`src/design/alloc_range_table_unit_macros.svh`:
```
// ----------------------------------------------------------------------------
// Allocation range table: assertion macros
// Shared check forms used by the assertions at the end of the top level.
// ----------------------------------------------------------------------------
`ifndef ALLOC_RANGE_TABLE_UNIT_MACROS_SVH
`define ALLOC_RANGE_TABLE_UNIT_MACROS_SVH

// Same-cycle implication, sampled on clock, off during reset
`define ARTU_CHECK(label, cond, conseq, msg) \
   label: assert property (@(posedge clock) disable iff (reset) (cond) |-> (conseq)) \
      else $error(msg);

// Next-cycle implication, sampled on clock, off during reset
`define ARTU_CHECK_NEXT(label, cond, conseq, msg) \
   label: assert property (@(posedge clock) disable iff (reset) (cond) |=> (conseq)) \
      else $error(msg);

`endif

```
`src/design/artu_pkg.sv`:
```
// ----------------------------------------------------------------------------
// Allocation range table package
// Table sizing, field widths, command/status codes and shared structs.
// ----------------------------------------------------------------------------
package artu_pkg;

   // Table sizing
   localparam int TABLE_DEPTH = 64;
   localparam int IDX_W       = $clog2(TABLE_DEPTH);
   localparam int CNT_W       = $clog2(TABLE_DEPTH + 1);

   // Field widths
   localparam int CMD_W         = 2;
   localparam int ADDR_W        = 64;
   localparam int LEN_W         = 64;
   localparam int STATUS_W      = 2;
   localparam int KIND_W        = 2;
   localparam int ENTRY_COUNT_W = 7;

   // Command codes
   localparam logic [CMD_W-1:0] CMD_INSERT = 2'd0;
   localparam logic [CMD_W-1:0] CMD_REMOVE = 2'd1;
   localparam logic [CMD_W-1:0] CMD_LOOKUP = 2'd2;

   // Status codes
   localparam logic [STATUS_W-1:0] STATUS_DONE = 2'd0;
   localparam logic [STATUS_W-1:0] STATUS_FULL = 2'd1;
   localparam logic [STATUS_W-1:0] STATUS_MISS = 2'd2;
   localparam logic [STATUS_W-1:0] STATUS_OFF  = 2'd3;

   // Match kinds
   localparam logic [KIND_W-1:0] KIND_NONE  = 2'd0;
   localparam logic [KIND_W-1:0] KIND_EXACT = 2'd1;
   localparam logic [KIND_W-1:0] KIND_INNER = 2'd2;

   // Sequencer to entry memory
   typedef struct packed {
      logic              wr_en;
      logic [IDX_W-1:0]  wr_addr;
      logic [ADDR_W-1:0] wr_base;
      logic [LEN_W-1:0]  wr_len;
      logic [IDX_W-1:0]  rd_addr;
   } ram_req_type;

   // Compare unit to sequencer
   typedef struct packed {
      logic exact;
      logic inner;
   } match_type;

endpackage

```
`src/design/artu_match_unit.sv`:
```
// ----------------------------------------------------------------------------
// Allocation range table compare unit
// Exact base and interior range checks of one entry against the address.
// ----------------------------------------------------------------------------
module artu_match_unit (
   input  logic [artu_pkg::ADDR_W-1:0] addr,
   input  logic [artu_pkg::ADDR_W-1:0] base,
   input  logic [artu_pkg::LEN_W-1:0]  len,
   output artu_pkg::match_type         match
);

   logic [artu_pkg::ADDR_W-1:0] offset;

   // addr > base keeps the offset from wrapping; comparing it with len forms no sum
   assign offset      = addr - base;
   assign match.exact = (addr == base);
   assign match.inner = (addr > base) && (offset < len);

endmodule

```
`config.mk`:
```
export PLATFORM = sky130hd
export DESIGN_NAME = artu_match_unit
export DESIGN_NICKNAME = d
export VERILOG_FILES = /design/src/design/alloc_range_table_unit_macros.svh /design/src/design/artu_pkg.sv /design/src/design/artu_match_unit.sv
export SDC_FILE = /design/constraint.sdc
export NUM_CORES = 1
export LEC_CHECK = 0
export BUFFER_PORTS_ARGS = -buffer_cell sky130_fd_sc_hd__buf_2
export CAP_MARGIN = 20
export CORE_AREA = 4 4 111 113
export DETAILED_ROUTE_END_ITERATION = 10
export DIE_AREA = 0 0 115 117
export GPL_ROUTABILITY_DRIVEN = 0
export PLACE_DENSITY = 0.87
export SYNTH_ARGS = -nofsm -noshare
export SYNTH_HDL_FRONTEND = slang
export SYNTH_SLANG_ARGS = --single-unit
```
`constraint.sdc`:
```
create_clock -name vclk -period 6.65
set_input_delay 0.3325 -clock vclk [all_inputs]
set_output_delay 0.3325 -clock vclk [all_outputs]
set_load 0.01 [all_outputs]
```
==> flow_summary_export.csv, run 1 <==
group,metric,value,unit
setup_path,crit_fanout,5,
placed_design,post-dp-hpwl,15900,um
floorplan,die_h,117,um
setup_path,end_kind,"primary output",
cells_and_area,seq_cell_count,0,
sta,period_share,74.8,%
power_and_ir_drop,powerDensity,103,nW/um2
drt,drt_first_pass_iters,5,
clock_tree,postCtsSetupRepairBufs,0,
drt,drtAntennaViolNets,0,
synth,yosysTopAreaCellShare,25.9,%
synth,ys_types,71,
floorplan,die_area,13500,um2
drt,dr.first_iter.drc_count,531,
placed_design,place_area,7130,um2
drt,wl_per_cell,14.8,um
power_and_ir_drop,leakage,4.18,nW
synth,synthTopCellsByArea,"ha_1 26%, inv_1 8.9%, a21o_1 8.0%, a21oi_1 7.1%, nand2_1 4.3%",
cells_and_area,antenna_cells,0,
sta,setup_viol,0,
setup_path,crit_type,"input port to primary output",
power_and_ir_drop,vdd_ir_drop_max,0.0000505,V
drt,routed_wl,18000,um
floorplan,ioPinCount,194,
cells_and_area,syn_to_final_growth,16.3,%
sta,fin_ws,1680,ps
synth,seq_area_frac_synth,0,%
setup_path,cp.arrival,4640,ps
floorplan,rows,39,
power_and_ir_drop,totalPowerFinal,0.732,mW
cells_and_area,fin_nets,1392,
synth,synth_top_cell_by_area,"ha_1",
global_routing,antenna_found_initial,0,
placed_design,dp_slack,1730,ps
sta,drv_slew,0,
drt,via_count,7053,
clock_tree,cts_hold_buf,0,
synth,netlist_area,6130,um2
cells_and_area,fin_area,7130,um2
global_routing,grt.total_usage,25.2,%
sta,finalSetupTns,0,ps
cells_and_area,nClkBuffers,0,
synth,synth_fp_nets,1233,
sta,tightest_slew,715,ps
placed_design,port_buffers,194,
floorplan,core_area,11300,um2
synth,ys_warn_count,0,
global_routing,grt_overflow,0,
min_path,min_path_type,"input port to primary output",
synth,synth_area_per_cell,6.71,um2
synth,syn_inst,913,
sta,hold_viol,0,
floorplan,die_w,115,um
cells_and_area,regArea,0,um2
drt,drc_errors,0,
global_routing,grt_max_degree,13,
sta,layout_min_cycle_time,4970,ps
drt,viasPerCell,5.81,
run,maxCapViolations,0,
status,status,"completed",
sta,max_clock_freq,201,MHz
cells_and_area,final_layout_size_suffix_gt1_share,20.2,%
global_routing,grt_pass1_wl,28700,um
sta,rsz0062_at_grt,"false",
clock_tree,post_cts_resize_count,0,
global_routing,grt_pass1_vias,6428,
setup_path,start_kind,"input port",
sta,relSlewSlack,51.8,%
floorplan,initial_core_util,54.1,%
setup_path,required,6320,ps
sta,hold-worst-slack,1390,ps
## critical path: stages
cell and delay [ps]:
buf_2 100, inv_1 50, ha_1 150, inv_1 50, fa_1 410, a21oi_2 220, o211ai_2 160, a2111oi_4 450
nor4_2 110, nor3b_2 250, o21bai_2 150, a2111oi_2 370, and4b_1 240, ha_1 290, a21o_1 160, a21oi_1 130
o21ai_0 90, a221oi_1 250, nor3_1 80, nor4_1 200, o211a_1 250, buf_2 160
## cell families after synthesis
family	after synthesis	share of synthesized area (%)
multiplexers	3	0.531
AND/OR/NAND/NOR	255	21.3
AO/OA/AOI/OAI	291	33.0
buffers and inverters	183	11.4
XOR/XNOR	53	7.57
adder cells (fa/ha/maj)	128	26.3
## cell usage after synthesis, types with 6 or more instances
cell type	n
a211oi_1	6
a211o_1	7
a21o_1	65
inv_1	146
nand4_1	40
xnor2_1	27
or3_1	6
nand2_1	70
o21a_1	11
xor2_1	26
ha_1	127
nor4_1	7
nand3_1	17
o21ai_0	36
a21oi_1	87
nor2b_1	11
nor2_1	50
o21bai_1	21
nor3_1	18
and4_1	6
clkbuf_1	31
and3_1	8
## worst paths after layout
check / startpoint / to / slack (ps) / depth (start not counted)
setup / recovery: addr[0] / match[0] / 1680 / 22
hold / removal: addr[63] / match[0] / 1390 / 6
## metal layers
metal  vias to the layer above  part of all wire, %  GRT usage (%)
li1                       3587                    -              -
met1                      3130                   44           34.0
met2                       304                   47           45.0
met3                        32                  7.6          0.771
met4                         0                  2.2           4.77
met5                         -                    0              0
## per-stage QoR
stage	utilization, %	instances
floorplan	-	913
global placement	63.0	1213
detailed placement	63.0	1213
CTS	63.0	1213
global route	63.0	1213
finish	63.0	1213
## power breakdown
part	internal, mW	total (mW)	switching, mW
clock	0	0	0
sequential	0	0	0
combinational	0.326	0.732	0.406
## area by class of cell
cell class	instances	area, um2
Inverter	146	548
Multi-Input combinational cell	730	5430
Fill cell	1057	4190
Tap cell	143	179
Timing Repair Buffer	194	971
## cell usage in the layout, fill, tap and decap left out, types with 3 or more instances in the layout
| cell type | count |
|---|---|
| a21o_1 | 65 |
| nor4_1 | 7 |
| a211o_1 | 7 |
| buf_2 | 194 |
| ha_1 | 127 |
| o21a_1 | 11 |
| o2111ai_1 | 3 |
| and3_1 | 8 |
| nand2_1 | 70 |
| o21bai_1 | 21 |
| a221oi_1 | 5 |
| a31oi_1 | 5 |
| and4_1 | 6 |
| and2_1 | 4 |
| a21boi_0 | 3 |
| xor2_1 | 26 |
| nor3_1 | 18 |
| nand3_1 | 17 |
| inv_1 | 146 |
| a21oi_1 | 87 |
| or4_1 | 3 |
| a41oi_1 | 3 |
| o21ai_1 | 4 |
| nor2_1 | 50 |
| nand2b_1 | 3 |
| nor2b_1 | 11 |
| nand4_1 | 40 |
| a311oi_1 | 4 |
| or3_1 | 6 |
| a211oi_1 | 6 |
| o21ai_0 | 36 |
| xnor2_1 | 27 |
Note: power is estimated with default switching activity, not from simulation.
==> run 2: changes to the inputs <==
--- a/config.mk
+++ b/config.mk
@@ -7,11 +7,11 @@
 export LEC_CHECK = 0
 export BUFFER_PORTS_ARGS = -buffer_cell sky130_fd_sc_hd__buf_2
 export CAP_MARGIN = 20
-export CORE_AREA = 4 4 111 113
+export CORE_AREA = 4 4 116 118
 export DETAILED_ROUTE_END_ITERATION = 10
-export DIE_AREA = 0 0 115 117
+export DIE_AREA = 0 0 120 122
 export GPL_ROUTABILITY_DRIVEN = 0
-export PLACE_DENSITY = 0.87
+export PLACE_DENSITY = 0.84
 export SYNTH_ARGS = -nofsm -noshare
 export SYNTH_HDL_FRONTEND = slang
 export SYNTH_SLANG_ARGS = --single-unit
==> constraint.sdc (replaced) <==
create_clock -name vclk -period 4
set_input_delay 0.2 -clock vclk [all_inputs]
set_output_delay 0.2 -clock vclk [all_outputs]
set_load 0.01 [all_outputs]
==> flow_summary_export.csv, run 2 (same netlist as run 1, synthesis figures left out) <==
group,metric,value,unit
drt,wl_met2,10000,um
setup_path,crit_top_cell,"buf_4",
status,violations,"negative setup slack",
power_and_ir_drop,totalPowerFinal,1.55,mW
cells_and_area,fillCellCount,985,
sta,drv_slew,0,
sta,tightest_slew,596,ps
floorplan,die_w,120,um
min_path,min_path_type,"input port to primary output",
setup_path,cpLargestDelayFamily,"compound AO/OA/AOI/OAI gates",
drt,dr.first_iter.drc_count,604,
drt,wl_met3,1330,um
setup_path,crit_chain,"buf_6 > inv_4 > ha_4 > inv_2 > fa_2 > a21oi_4 > o211ai_2 > buf_4 > buf_4 > a21o_2 > a211o_1 > o21ba_4 > buf_4 > xor2_1 > ha_1 > a21o_1 > a21o_1 > a21oi_2 > o21ai_2 > a221oi_2 > nor3_1 > nor4_2 > o211a_1 > buf_6",
setup_path,required,3800,ps
cells_and_area,seq_cell_count,0,
placed_design,post-dp-hpwl,18300,um
setup_path,cp_num_buf_inv,7,
placed_design,place_area,8430,um2
global_routing,grt_overflow,0,
drt,m1WireLength,8610,um
cells_and_area,final_layout_size_suffix_gt1_share,33.2,%
drt,wl_per_cell,14.7,um
global_routing,grt_pass1_wl,33400,um
floorplan,rows,41,
sta,layout_min_cycle_time,4340,ps
drt,via_count,7969,
setup_path,end_kind,"primary output",
floorplan,core_area,12500,um2
sta,setup_viol,1,
global_routing,grt_max_degree,13,
cells_and_area,nClkBuffers,0,
setup_path,start_kind,"input port",
cells_and_area,final_common_cell,"buf_2",
setup_path,crit_fanout,3,
sta,relSlewSlack,59.7,%
cells_and_area,syn_to_final_growth,40.9,%
placed_design,dp.cells,1410,
global_routing,antenna_found_initial,0,
power_and_ir_drop,powerDensity,179,nW/um2
cells_and_area,antenna_cells,0,
sta,fin_ws,-338,ps
floorplan,ioPinCount,194,
sta,hold-worst-slack,1110,ps
cells_and_area,finalNonFillerCells,1416,
power_and_ir_drop,vdd_ir_drop_max,0.0000836,V
cells_and_area,final_cell_mix,"192 x buf_2, 174 x buf_4, 144 x inv_1, 124 x ha_1, 79 x a21oi_1",
drt,viasPerCell,5.63,
run,maxCapViolations,0,
placed_design,port_buffers,194,
cells_and_area,regArea,0,um2
sta,period_share,108,%
cells_and_area,fin_nets,1566,
setup_path,crit_type,"input port to primary output",
floorplan,initial_core_util,49.2,%
setup_path,cp.arrival,4140,ps
power_and_ir_drop,leakage,5.06,nW
global_routing,grt_pass1_vias,7695,
sta,hold_viol,0,
status,status,"finished with violations",
setup_path,cp_slowest_cell,"fa_2",
cells_and_area,multiInputGateArea,5580,um2
floorplan,die_h,122,um
sta,rsz0062_at_grt,"true",
drt,drc_errors,0,
setup_path,cpPeakStageDelay,360,ps
drt,top_layer,"met4",
drt,routed_wl,20900,um
sta,finalSetupTns,-338,ps
drt,drtAntennaViolNets,0,
drt,drt_first_pass_iters,5,
cells_and_area,fin_area,8640,um2
global_routing,grt.total_usage,26.8,%
floorplan,die_area,14600,um2
sta,max_clock_freq,231,MHz
[run 2: cell count changes in the layout (fill, tap and decap cells not counted), moves of 3 or more]
| cell | before | now |
|---|---|---|
| a21oi_2 | 2 | 8 |
| buf_4 | 0 | 174 |
| ha_1 | 127 | 124 |
| o21ai_1 | 4 | 7 |
| o21ai_0 | 36 | 32 |
| nor4_1 | 7 | 4 |
| a21oi_1 | 87 | 79 |
[run 2: worst min-delay path, delay by kind of cell]
kind | cells | cell delay (ps)
AO/OA/AOI/OAI | 2 | 250
adder cells (fa/ha/maj) | 1 | 180
buffers and inverters | 3 | 270
[run 2: what timing repair did]
item                                    CTS  global route
endpoints found under the setup margin    1             1
gates resized for setup                  18            19
gates cloned                              0             0
pin swaps                                19            25
buffers inserted                          4             2
hold buffers                              0             0
[run 2: final timing paths]
path,startpoint,endpoint,slack (ps),depth (start not counted)
max,addr[0],match[0],-340,24
min,addr[63],match[0],1110,6
[run 2: power breakdown]
| group | switching, mW | leakage [nW] | total (mW) | internal [mW] |
|---|---|---|---|---|
| logic | 0.783 | 5.06 | 1.55 | 0.763 |
| clock network | 0 | 0 | 0 | 0 |
| registers | 0 | 0 | 0 | 0 |
[run 2: final cells by class]
type                       instances  area share, %
multi-input combinational        730           64.6
timing repair buffer             368           26.5
inverter                         146           6.37
tap                              172           2.49
[run 2: metal layers]
layer  global-route usage, %  vias up
li1                        -     3935
met1                    32.5     3576
met2                    49.5      375
met3                    1.81       83
met4                    9.95        0
met5                       0        -
[run 2: metrics by stage]
| step | setup WS, ps | util [%] |
|---|---|---|
| CTS | -437 | 68.4 |
| finish | -338 | 69.3 |
| floorplan | 10.9 | - |
| detailed placement | -509 | 67.6 |
| global route | -534 | 69.3 |
| global placement | -464 | 67.6 |
