==> src/design/alloc_range_table_unit_macros.svh <==
// ----------------------------------------------------------------------------
// Allocation range table: assertion macros
// Shared check forms used by the assertions at the end of the top level.
// ----------------------------------------------------------------------------
`ifndef ALLOC_RANGE_TABLE_UNIT_MACROS_SVH
`define ALLOC_RANGE_TABLE_UNIT_MACROS_SVH

// Same-cycle implication, sampled on clock, off during reset
`define ARTU_CHECK(label, cond, conseq, msg) \
   label: assert property (@(posedge clock) disable iff (reset) (cond) |-> (conseq)) \
      else $error(msg);

// Next-cycle implication, sampled on clock, off during reset
`define ARTU_CHECK_NEXT(label, cond, conseq, msg) \
   label: assert property (@(posedge clock) disable iff (reset) (cond) |=> (conseq)) \
      else $error(msg);

`endif

==> src/design/artu_pkg.sv <==
// ----------------------------------------------------------------------------
// Allocation range table package
// Table sizing, field widths, command/status codes and shared structs.
// ----------------------------------------------------------------------------
package artu_pkg;

   // Table sizing
   localparam int TABLE_DEPTH = 64;
   localparam int IDX_W       = $clog2(TABLE_DEPTH);
   localparam int CNT_W       = $clog2(TABLE_DEPTH + 1);

   // Field widths
   localparam int CMD_W         = 2;
   localparam int ADDR_W        = 64;
   localparam int LEN_W         = 64;
   localparam int STATUS_W      = 2;
   localparam int KIND_W        = 2;
   localparam int ENTRY_COUNT_W = 7;

   // Command codes
   localparam logic [CMD_W-1:0] CMD_INSERT = 2'd0;
   localparam logic [CMD_W-1:0] CMD_REMOVE = 2'd1;
   localparam logic [CMD_W-1:0] CMD_LOOKUP = 2'd2;

   // Status codes
   localparam logic [STATUS_W-1:0] STATUS_DONE = 2'd0;
   localparam logic [STATUS_W-1:0] STATUS_FULL = 2'd1;
   localparam logic [STATUS_W-1:0] STATUS_MISS = 2'd2;
   localparam logic [STATUS_W-1:0] STATUS_OFF  = 2'd3;

   // Match kinds
   localparam logic [KIND_W-1:0] KIND_NONE  = 2'd0;
   localparam logic [KIND_W-1:0] KIND_EXACT = 2'd1;
   localparam logic [KIND_W-1:0] KIND_INNER = 2'd2;

   // Sequencer to entry memory
   typedef struct packed {
      logic              wr_en;
      logic [IDX_W-1:0]  wr_addr;
      logic [ADDR_W-1:0] wr_base;
      logic [LEN_W-1:0]  wr_len;
      logic [IDX_W-1:0]  rd_addr;
   } ram_req_type;

   // Compare unit to sequencer
   typedef struct packed {
      logic exact;
      logic inner;
   } match_type;

endpackage

==> src/design/artu_if.sv <==
// ----------------------------------------------------------------------------
// Allocation range table channel interfaces
// Command channel and result channel, valid/ready with payload.
// ----------------------------------------------------------------------------
interface artu_req_if;
   logic                          valid;
   logic                          ready;
   logic [artu_pkg::CMD_W-1:0]    cmd;
   logic [artu_pkg::ADDR_W-1:0]   addr;
   logic [artu_pkg::LEN_W-1:0]    length;

   modport source (output valid, cmd, addr, length, input ready);
   modport sink   (input valid, cmd, addr, length, output ready);
endinterface

interface artu_rsp_if;
   logic                                 valid;
   logic                                 ready;
   logic [artu_pkg::STATUS_W-1:0]        status;
   logic [artu_pkg::KIND_W-1:0]          match_kind;
   logic [artu_pkg::ADDR_W-1:0]          handle;
   logic [artu_pkg::ENTRY_COUNT_W-1:0]   entry_count;

   modport source (output valid, status, match_kind, handle, entry_count, input ready);
   modport sink   (input valid, status, match_kind, handle, entry_count, output ready);
endinterface

==> src/design/artu_ctrl.sv <==
// ----------------------------------------------------------------------------
// Allocation range table sequencer
// Takes one command, runs the exact scan and, for lookups, the interior scan
// through the shared compare unit, does the swap-with-last on remove and
// stages the result.
module artu_ctrl (
   input  logic                          clock,
   input  logic                          reset,
   input  logic                          enabled,
   artu_req_if.sink                      req,
   artu_rsp_if.source                    rsp,
   output artu_pkg::ram_req_type         ram_req,
   input  logic [artu_pkg::ADDR_W-1:0]   rd_base,
   input  logic [artu_pkg::LEN_W-1:0]    rd_len,
   input  artu_pkg::match_type           match,
   output logic [artu_pkg::ADDR_W-1:0]   scan_addr
);

   typedef enum logic [2:0] {
      S_IDLE,
      S_EXACT,
      S_INNER,
      S_RM_LAST,
      S_RM_WRITE,
      S_FINISH
   } state_type;

   state_type                              state_ff, state_in;
   logic [artu_pkg::CMD_W-1:0]             cmd_ff, cmd_in;
   logic [artu_pkg::ADDR_W-1:0]            addr_ff, addr_in;
   logic [artu_pkg::CNT_W-1:0]             count_ff, count_in;
   logic [artu_pkg::CNT_W-1:0]             scan_ff, scan_in;
   logic                                   pend_ff, pend_in;
   logic [artu_pkg::IDX_W-1:0]             pend_idx_ff, pend_idx_in;
   logic [artu_pkg::IDX_W-1:0]             slot_ff, slot_in;
   logic [artu_pkg::STATUS_W-1:0]          res_status_ff, res_status_in;
   logic [artu_pkg::KIND_W-1:0]            res_kind_ff, res_kind_in;
   logic [artu_pkg::ADDR_W-1:0]            res_handle_ff, res_handle_in;
   logic                                   rsp_valid_ff, rsp_valid_in;
   logic [artu_pkg::STATUS_W-1:0]          rsp_status_ff, rsp_status_in;
   logic [artu_pkg::KIND_W-1:0]            rsp_kind_ff, rsp_kind_in;
   logic [artu_pkg::ADDR_W-1:0]            rsp_handle_ff, rsp_handle_in;
   logic [artu_pkg::ENTRY_COUNT_W-1:0]     rsp_count_ff, rsp_count_in;
   logic [artu_pkg::CNT_W-1:0]             last_cnt;
   logic                                   hit;

   assign last_cnt  = count_ff - artu_pkg::CNT_W'(1);
   assign scan_addr = addr_ff;
   assign hit       = pend_ff && ((state_ff == S_EXACT) ? match.exact : match.inner);

   // Ports; no command transfer while in reset
   assign req.ready       = (state_ff == S_IDLE) && !reset;
   assign rsp.valid       = rsp_valid_ff;
   assign rsp.status      = rsp_status_ff;
   assign rsp.match_kind  = rsp_kind_ff;
   assign rsp.handle      = rsp_handle_ff;
   assign rsp.entry_count = rsp_count_ff;

   // Next state and memory requests
   always_comb begin
      state_in      = state_ff;
      cmd_in        = cmd_ff;
      addr_in       = addr_ff;
      count_in      = count_ff;
      scan_in       = scan_ff;
      pend_in       = pend_ff;
      pend_idx_in   = pend_idx_ff;
      slot_in       = slot_ff;
      res_status_in = res_status_ff;
      res_kind_in   = res_kind_ff;
      res_handle_in = res_handle_ff;
      rsp_valid_in  = rsp_valid_ff;
      rsp_status_in = rsp_status_ff;
      rsp_kind_in   = rsp_kind_ff;
      rsp_handle_in = rsp_handle_ff;
      rsp_count_in  = rsp_count_ff;

      ram_req.wr_en   = 1'b0;
      ram_req.wr_addr = count_ff[artu_pkg::IDX_W-1:0];
      ram_req.wr_base = req.addr;
      ram_req.wr_len  = req.length;
      ram_req.rd_addr = scan_ff[artu_pkg::IDX_W-1:0];

      // Result taken downstream
      if (rsp_valid_ff && rsp.ready) begin
         rsp_valid_in = 1'b0;
      end

      unique case (state_ff)
         S_IDLE: begin
            if (req.valid) begin
               cmd_in        = req.cmd;
               addr_in       = req.addr;
               scan_in       = '0;
               pend_in       = 1'b0;
               res_status_in = artu_pkg::STATUS_DONE;
               res_kind_in   = artu_pkg::KIND_NONE;
               res_handle_in = '0;
               if (!enabled) begin
                  res_status_in = artu_pkg::STATUS_OFF;
                  state_in      = S_FINISH;
               end else begin
                  unique case (req.cmd)
                     artu_pkg::CMD_INSERT: begin
                        if (count_ff < artu_pkg::CNT_W'(artu_pkg::TABLE_DEPTH)) begin
                           ram_req.wr_en = 1'b1;
                           count_in      = count_ff + artu_pkg::CNT_W'(1);
                        end else begin
                           res_status_in = artu_pkg::STATUS_FULL;
                        end
                        state_in = S_FINISH;
                     end
                     artu_pkg::CMD_REMOVE, artu_pkg::CMD_LOOKUP: begin
                        state_in = S_EXACT;
                     end
                     default: begin
                        // unused command code: no effect
                        state_in = S_FINISH;
                     end
                  endcase
               end
            end
         end

         // One entry read per cycle, compared in the cycle after its read
         S_EXACT, S_INNER: begin
            if (hit) begin
               slot_in = pend_idx_ff;
               pend_in = 1'b0;
               if (state_ff == S_EXACT && cmd_ff == artu_pkg::CMD_REMOVE) begin
                  state_in = S_RM_LAST;
               end else begin
                  res_kind_in   = (state_ff == S_EXACT) ? artu_pkg::KIND_EXACT
                                                        : artu_pkg::KIND_INNER;
                  res_handle_in = addr_ff;
                  state_in      = S_FINISH;
               end
            end else if (scan_ff < count_ff) begin
               scan_in     = scan_ff + artu_pkg::CNT_W'(1);
               pend_in     = 1'b1;
               pend_idx_in = scan_ff[artu_pkg::IDX_W-1:0];
            end else begin
               pend_in = 1'b0;
               if (state_ff == S_EXACT && cmd_ff == artu_pkg::CMD_LOOKUP) begin
                  scan_in  = '0;
                  state_in = S_INNER;
               end else begin
                  res_status_in = artu_pkg::STATUS_MISS;
                  state_in      = S_FINISH;
               end
            end
         end

         // Fetch the last entry
         S_RM_LAST: begin
            ram_req.rd_addr = last_cnt[artu_pkg::IDX_W-1:0];
            state_in        = S_RM_WRITE;
         end

         // Move it into the freed slot
         S_RM_WRITE: begin
            ram_req.wr_en   = 1'b1;
            ram_req.wr_addr = slot_ff;
            ram_req.wr_base = rd_base;
            ram_req.wr_len  = rd_len;
            count_in        = last_cnt;
            state_in        = S_FINISH;
         end

         // Hand result to the output register once it is free
         S_FINISH: begin
            if (!rsp_valid_ff || rsp.ready) begin
               rsp_valid_in  = 1'b1;
               rsp_status_in = res_status_ff;
               rsp_kind_in   = res_kind_ff;
               rsp_handle_in = res_handle_ff;
               rsp_count_in  = artu_pkg::ENTRY_COUNT_W'(count_ff);
               state_in      = S_IDLE;
            end
         end

         default: begin
            state_in = S_IDLE;
         end
      endcase
   end

   // State and registered outputs
   always_ff @(posedge clock) begin
      if (reset) begin
         state_ff     <= S_IDLE;
         count_ff     <= '0;
         pend_ff      <= 1'b0;
         rsp_valid_ff <= 1'b0;
      end else begin
         state_ff     <= state_in;
         count_ff     <= count_in;
         pend_ff      <= pend_in;
         rsp_valid_ff <= rsp_valid_in;
      end
      cmd_ff        <= cmd_in;
      addr_ff       <= addr_in;
      scan_ff       <= scan_in;
      pend_idx_ff   <= pend_idx_in;
      slot_ff       <= slot_in;
      res_status_ff <= res_status_in;
      res_kind_ff   <= res_kind_in;
      res_handle_ff <= res_handle_in;
      rsp_status_ff <= rsp_status_in;
      rsp_kind_ff   <= rsp_kind_in;
      rsp_handle_ff <= rsp_handle_in;
      rsp_count_ff  <= rsp_count_in;
   end

endmodule

==> src/flat_wrapper.sv <==
// flat-port wrapper written by rule: the top's interface ports become plain ports
module artu_ctrl_flat 
  (clock, reset, enabled, ram_req, rd_base, rd_len, match, scan_addr, req_valid, req_cmd, req_addr, req_length, req_ready, rsp_valid, rsp_status, rsp_match_kind, rsp_handle, rsp_entry_count, rsp_ready);
  artu_req_if req_i ();
  artu_rsp_if rsp_i ();
  input  logic clock;
  input  logic reset;
  input  logic enabled;
  output artu_pkg::ram_req_type ram_req;
  input  logic [artu_pkg::ADDR_W-1:0] rd_base;
  input  logic [artu_pkg::LEN_W-1:0] rd_len;
  input  artu_pkg::match_type match;
  output logic [artu_pkg::ADDR_W-1:0] scan_addr;
  input wire logic [$bits(req_i.valid)-1:0] req_valid;
  input wire logic [$bits(req_i.cmd)-1:0] req_cmd;
  input wire logic [$bits(req_i.addr)-1:0] req_addr;
  input wire logic [$bits(req_i.length)-1:0] req_length;
  output wire logic [$bits(req_i.ready)-1:0] req_ready;
  output wire logic [$bits(rsp_i.valid)-1:0] rsp_valid;
  output wire logic [$bits(rsp_i.status)-1:0] rsp_status;
  output wire logic [$bits(rsp_i.match_kind)-1:0] rsp_match_kind;
  output wire logic [$bits(rsp_i.handle)-1:0] rsp_handle;
  output wire logic [$bits(rsp_i.entry_count)-1:0] rsp_entry_count;
  input wire logic [$bits(rsp_i.ready)-1:0] rsp_ready;
  assign req_i.valid = req_valid;
  assign req_i.cmd = req_cmd;
  assign req_i.addr = req_addr;
  assign req_i.length = req_length;
  assign req_ready = req_i.ready;
  assign rsp_valid = rsp_i.valid;
  assign rsp_status = rsp_i.status;
  assign rsp_match_kind = rsp_i.match_kind;
  assign rsp_handle = rsp_i.handle;
  assign rsp_entry_count = rsp_i.entry_count;
  assign rsp_i.ready = rsp_ready;
  artu_ctrl u_core (.clock(clock), .reset(reset), .enabled(enabled), .req(req_i), .rsp(rsp_i), .ram_req(ram_req), .rd_base(rd_base), .rd_len(rd_len), .match(match), .scan_addr(scan_addr));
endmodule
==> config.mk <==
export PLATFORM = sky130hd
export DESIGN_NAME = artu_ctrl_flat
export DESIGN_NICKNAME = d
export VERILOG_FILES = /design/src/design/alloc_range_table_unit_macros.svh /design/src/design/artu_pkg.sv /design/src/design/artu_if.sv /design/src/design/artu_ctrl.sv /design/src/flat_wrapper.sv
export SDC_FILE = /design/constraint.sdc
export NUM_CORES = 1
export LEC_CHECK = 0
export ABC_CLOCK_PERIOD_IN_PS = 19300
export BUFFER_PORTS_ARGS = -buffer_cell sky130_fd_sc_hd__buf_2
export CORE_AREA = 2 2 215 217
export CTS_CLUSTER_SIZE = 16
export DETAILED_ROUTE_END_ITERATION = 16
export DIE_AREA = 0 0 217 219
export GPL_TIMING_DRIVEN = 0
export PLACE_DENSITY = 0.46
export SLEW_MARGIN = 5
export SYNTH_ARGS = -nofsm -noshare
export SYNTH_HDL_FRONTEND = slang
export SYNTH_SLANG_ARGS = --single-unit
export TNS_END_PERCENT = 20
==> constraint.sdc <==
create_clock -name clock -period 19.3 [get_ports clock]
set_input_delay 4.825 -clock clock [delete_from_list [all_inputs] [get_ports clock]]
set_output_delay 4.825 -clock clock [all_outputs]
set_load 0.05 [all_outputs]
==> impl_metrics.ini, run 1 <==
[setup_path]
slowest_delay_ps = 310
path_cells = buf_2 > inv_1 > ha_1 > nand4b_1 > or2_1 > and2_1 > inv_1 > buf_2
cp_slowest_cell = or2_1
crit_path_max_fanout = 4
startpoint_type = input port
cp.required_ps = 14480
worst-setup-path-type = in2out
cp.arrival_ps = 6170
cp-end-kind = output pin
path_buf_inv = 4
crit_family = simple AND/OR/NAND/NOR gates

[placement]
placed_cell_area_um2 = 13900
dp_slack_ps = 8330
dpl.hpwl_um = 31900
portBuffers = 546
gp_congestion = 0.873
dp.cells = 2066

[timing]
fin_skew_ps = 10.2
max_slew_margin_pct = 25.8
drv_slew = 0
worst_slack_ps = 8310
period_share_pct = 57.0
tightest_slew_ps = 1110
max_freq_mhz = 91.0
min_period_ps = 10990
final_hold_viol_count = 0
fin_setup_tns_ps = 0
rsz0062_at_grt = no
finalSetupViolCount = 0

[clock_network]
postCtsSetupRepairBufs = 0
hold_buffers = 0
h-tree-depth = 1
clock_sinks = 240
cts_tree = built
cts_resized = 0
cts_buffers = 28
clk_path_buf_depth = 3
clk_latency_ps = 540
ctsRootBufferMaster = clkbuf_16
clk_pin_slew_ps = 60

[detailed_routing]
routed_wl_um = 39400
remaining_drc_errors = 0
routed_via_density = 4.15
drt-initial-drc-count = 478
vias = 8803
postRouteAntennaNets = 0
drt-pass1-iter-count = 4
wire_per_inst_um = 18.6

[final_layout]
final_nets = 1771
syn_to_final_growth_pct = 45.4
drive_gt1_share_pct = 40.7
postLayoutCellArea_um2 = 14800
finalNonFillerCells = 2121
final_cell_mix = buf_2 (558), nand2_1 (411), edfxtp_1 (228)
final_common_cell = buf_2

[floorplan]
die_x_um = 217
die_h_um = 219
die-area_um2 = 47500
core_um2 = 45100
io_pins = 547
start_util_pct = 22.5
core.rowCount = 78

[synth]
syn-num-nets = 1179
synthArstFlopShare_pct = 0
netlist_area_um2 = 10200
synth_edf_count = 228
synth_seq_cells = 240
syn_avg_cell_area_um2 = 11.2
synth_top_cell_by_area = edfxtp_1
yosysUniqueCellTypes = 46
ys_warn_count = 0
syn_inst = 904
synth_top_area_share_pct = 67.4
synth_area_leaders = edfxtp_1 (67%), nand2_1 (15%), and2_1 (4.1%)
ys_seq_area_share_pct = 69.8
dominantRegCellSynth = edfxtp_1

[global_routing]
grt.total_usage_pct = 15.6
grt_first_pass_wirelength_um = 54300
antenna_found_initial = 15
grt_max_degree = 29
grt_overflow_total = 0
grt_pass1_vias = 8609

[power]
p_per_area_nw_per_um2 = 197
irDropWorstVdd_mv = 0.0906
finalPower_mw = 2.91
cellLeakagePower_nw = 6.76

[run_status]
status = complete, no violations

[hold_path]
hold_path.class = reg2reg

[job]
cap_viol_max_count = 0
[cell type report]
cell class,count,area (µm²)
Fill cell,4761,30300
Clock inverter,12,135
Antenna cell,6,15.0
Multi-Input combinational cell,607,2860
Inverter,12,45.0
Buffer,45,190
Tap cell,600,751
Sequential cell,240,7090
Clock buffer,37,756
Timing Repair Buffer,562,2940
[sequential cells by signal (all words and copies together) (netlist names), 3 cells and up]
register                cells
u_core.scan_addr           64
u_core.slot_ff              6
u_core.rsp.handle          64
u_core.scan_ff              7
u_core.rsp.entry_count      7
u_core.res_handle_ff       64
u_core.state_ff             3
u_core.pend_idx_ff          6
u_core.count_ff             7
[cell usage after synthesis, types with 3 or more instances]
cell type  instances
a21oi_1            7
a31oi_1            3
and2_1            67
and3_1             4
buf_2             11
clkbuf_1          33
dfxtp_1           12
edfxtp_1         228
ha_1              10
inv_1             12
nand2_1          411
nand3_1            5
nor2_1            25
nor2b_1            4
nor3b_1            3
nor4_1             3
o21ai_0           16
xnor2_1           14
[path summary, 6_finish.rpt]
kind / startpoint / endpoint / slack (ps) / depth (start not counted)
max: req_cmd[0] / ram_req[140] / 8310 / 8
min: u_core.res_handle_ff[25] / u_core.rsp.handle[25] / 420 / 0
max reg2reg: u_core.count_ff[4] / u_core.pend_idx_ff[2] / 16380 / 7
min reg2reg: u_core.res_handle_ff[25] / u_core.rsp.handle[25] / 420 / 0
[per-stage QoR]
stage / util (%) / hold slack, ps
finish: 32.8 / 416
global route: 32.8 / 418
detailed placement: 30.8 / 405
global placement: 30.3 / 401
floorplan: - / 400
CTS: 32.7 / 418
[per-layer routing]
metal	routed length, µm	global-route usage [%]	vias up
met1	15200	17.6	4088
met3	2380	2.90	93
met4	1720	6.87	2
met2	20100	28.5	399
met5	16	0	-
li1	-	-	4221
[cell families (layout without fill, tap and decap cells)]
logic type,after synthesis,after routing,share of synthesized area [%]
adders and majority gates,11,11,1.33
DFF,240,240,69.8
buffers and inverters,57,668,2.32
other,0,6,0
xor gates and xnor gates,16,16,1.38
and+or+nand+nor,537,537,22.4
AOI/OAI and AO/OA,40,40,2.51
muxes,3,3,0.308
[where the power goes]
part           internal [mW]  switching (mW)  total, mW
registers              0.821          0.0723      0.894
clock network          0.313           0.204      0.517
logic                  0.344            1.15       1.49
(Power assumes the default switching activity.)
==> inputs of run 2 (changes only) <==
Settings changed: ABC_CLOCK_PERIOD_IN_PS 19300 to 8950, PLACE_DENSITY 0.46 to 0.48.
Clock period 19.3 ns to 8.95 ns, I/O delays scaled along.
==> impl_metrics.ini, run 2 (synthesis gave the netlist of run 1 again) <==
[run_status]
status = complete, no violations

[floorplan]
core_um2 = 45100
die-area_um2 = 47500
die_h_um = 219
start_util_pct = 22.5
die_x_um = 217
core.rowCount = 78
io_pins = 547

[global_routing]
antenna_found_initial = 12
grt.total_usage_pct = 15.2
grt_pass1_vias = 8438
grt_max_degree = 29
grt_overflow_total = 0
grt_first_pass_wirelength_um = 53100

[final_layout]
drive_gt1_share_pct = 41.0
final_core_util_pct = 32.7
final_cell_mix = buf_2 (557), nand2_1 (411), edfxtp_1 (228)
final_common_cell = buf_2
final_nets = 1765
syn_to_final_growth_pct = 45.3
finalNonFillerCells = 2114

[timing]
finalSetupViolCount = 0
drv_slew = 0
max_freq_mhz = 165
fin_skew_ps = 24.0
min_period_ps = 6060
final_hold_viol_count = 0
rsz0062_at_grt = no
period_share_pct = 67.7
max_slew_margin_pct = 15.3
tightest_slew_ps = 1270

[placement]
portBuffers = 546
dpl.hpwl_um = 30800
dp.cells = 2061
gp_congestion = 0.880

[clock_network]
hold_buffers = 0
postCtsSetupRepairBufs = 0
cts_resized = 0
h-tree-depth = 1
clk_latency_ps = 550
clock_sinks = 240
clk_pin_slew_ps = 60
ctsRootBufferMaster = clkbuf_16
cts_tree = built
clk_path_buf_depth = 3
cts_buffers = 27

[setup_path]
startpoint_type = flip-flop
crit_path_max_fanout = 11
cp.arrival_ps = 3820
worst-setup-path-type = reg2out
cp-end-kind = output pin
cp.required_ps = 6710

[power]
p_per_area_nw_per_um2 = 423
irDropWorstVdd_mv = 0.239
finalPower_mw = 6.25
cellLeakagePower_nw = 6.76

[hold_path]
hold_path.class = reg2reg

[detailed_routing]
wire_per_inst_um = 18.2
routed_wl_um = 38400
drt-initial-drc-count = 470
remaining_drc_errors = 0
routed_via_density = 4.21
drt-pass1-iter-count = 5
postRouteAntennaNets = 0
vias = 8890

[job]
cap_viol_max_count = 0
run 2: cell count changes in the layout (fill, tap and decap cells not counted), sizes merged:
cell	delta
diode	-3
clkinvlp	-1
buf	-5
clkinv	+6
clkbuf	-8
inv	+3
bufinv	+1
run 2: final timing paths:
kind / startpoint / end / slack, ps / depth (start not counted)
worst min-delay path: u_core.pend_idx_ff[1] / u_core.slot_ff[1] / 420 / 0
worst max register to register: u_core.scan_ff[4] / u_core.pend_idx_ff[4] / 6140 / 6
worst min register to register: u_core.pend_idx_ff[1] / u_core.slot_ff[1] / 420 / 0
worst max-delay path: u_core.state_ff[1] / ram_req[115] / 2890 / 8
run 2: routing by layer:
metal | part of all wire [%] | GRT usage (%)
met5 | 0.16 | 0
met4 | 3.0 | 5.07
met3 | 7.0 | 3.33
met2 | 51 | 27.5
met1 | 39 | 17.7
run 2: layout make-up:
type | count | area, µm²
fillers | 4615 | 30300
clock buffers | 29 | 683
flip-flops and latches | 240 | 7090
multi-input cells | 607 | 2870
inverters | 12 | 45.0
clock inverters | 21 | 211
plain buffers | 45 | 190
diodes | 3 | 7.51
repair buffers | 557 | 2910
well taps | 600 | 751
run 2: report_power, final:
group	switching, mW	total [mW]	leakage [nW]	internal, mW
clock	0.459	1.13	0.451	0.669
sequential	0.147	1.92	2.26	1.77
combinational	2.47	3.20	4.04	0.735
total	3.07	6.25	6.76	3.17
run 2: per-stage QoR:
| step | hold slack, ps | setup WS, ps | setup TNS, ps | area [µm²] |
|---|---|---|---|---|
| final | 416 | 2890 | 0 | 14800 |
| after global routing | 424 | 2600 | 0 | 14800 |
| after CTS | 417 | 2820 | 0 | 14800 |
| after detailed placement | 405 | 3140 | 0 | 13900 |
| after global placement | 400 | -407 | -37670 | 13600 |
| after floorplan | 400 | 2430 | 0 | 10200 |
run 2: critical path: stages, from the launching register on:
cell,delay (ps)
dfxtp_1,430
clkbuf_1,410
nor2_1,100
nand2_1,270
clkbuf_1,970
clkbuf_1,480
nand2_1,220
nand2_1,110
buf_2,260
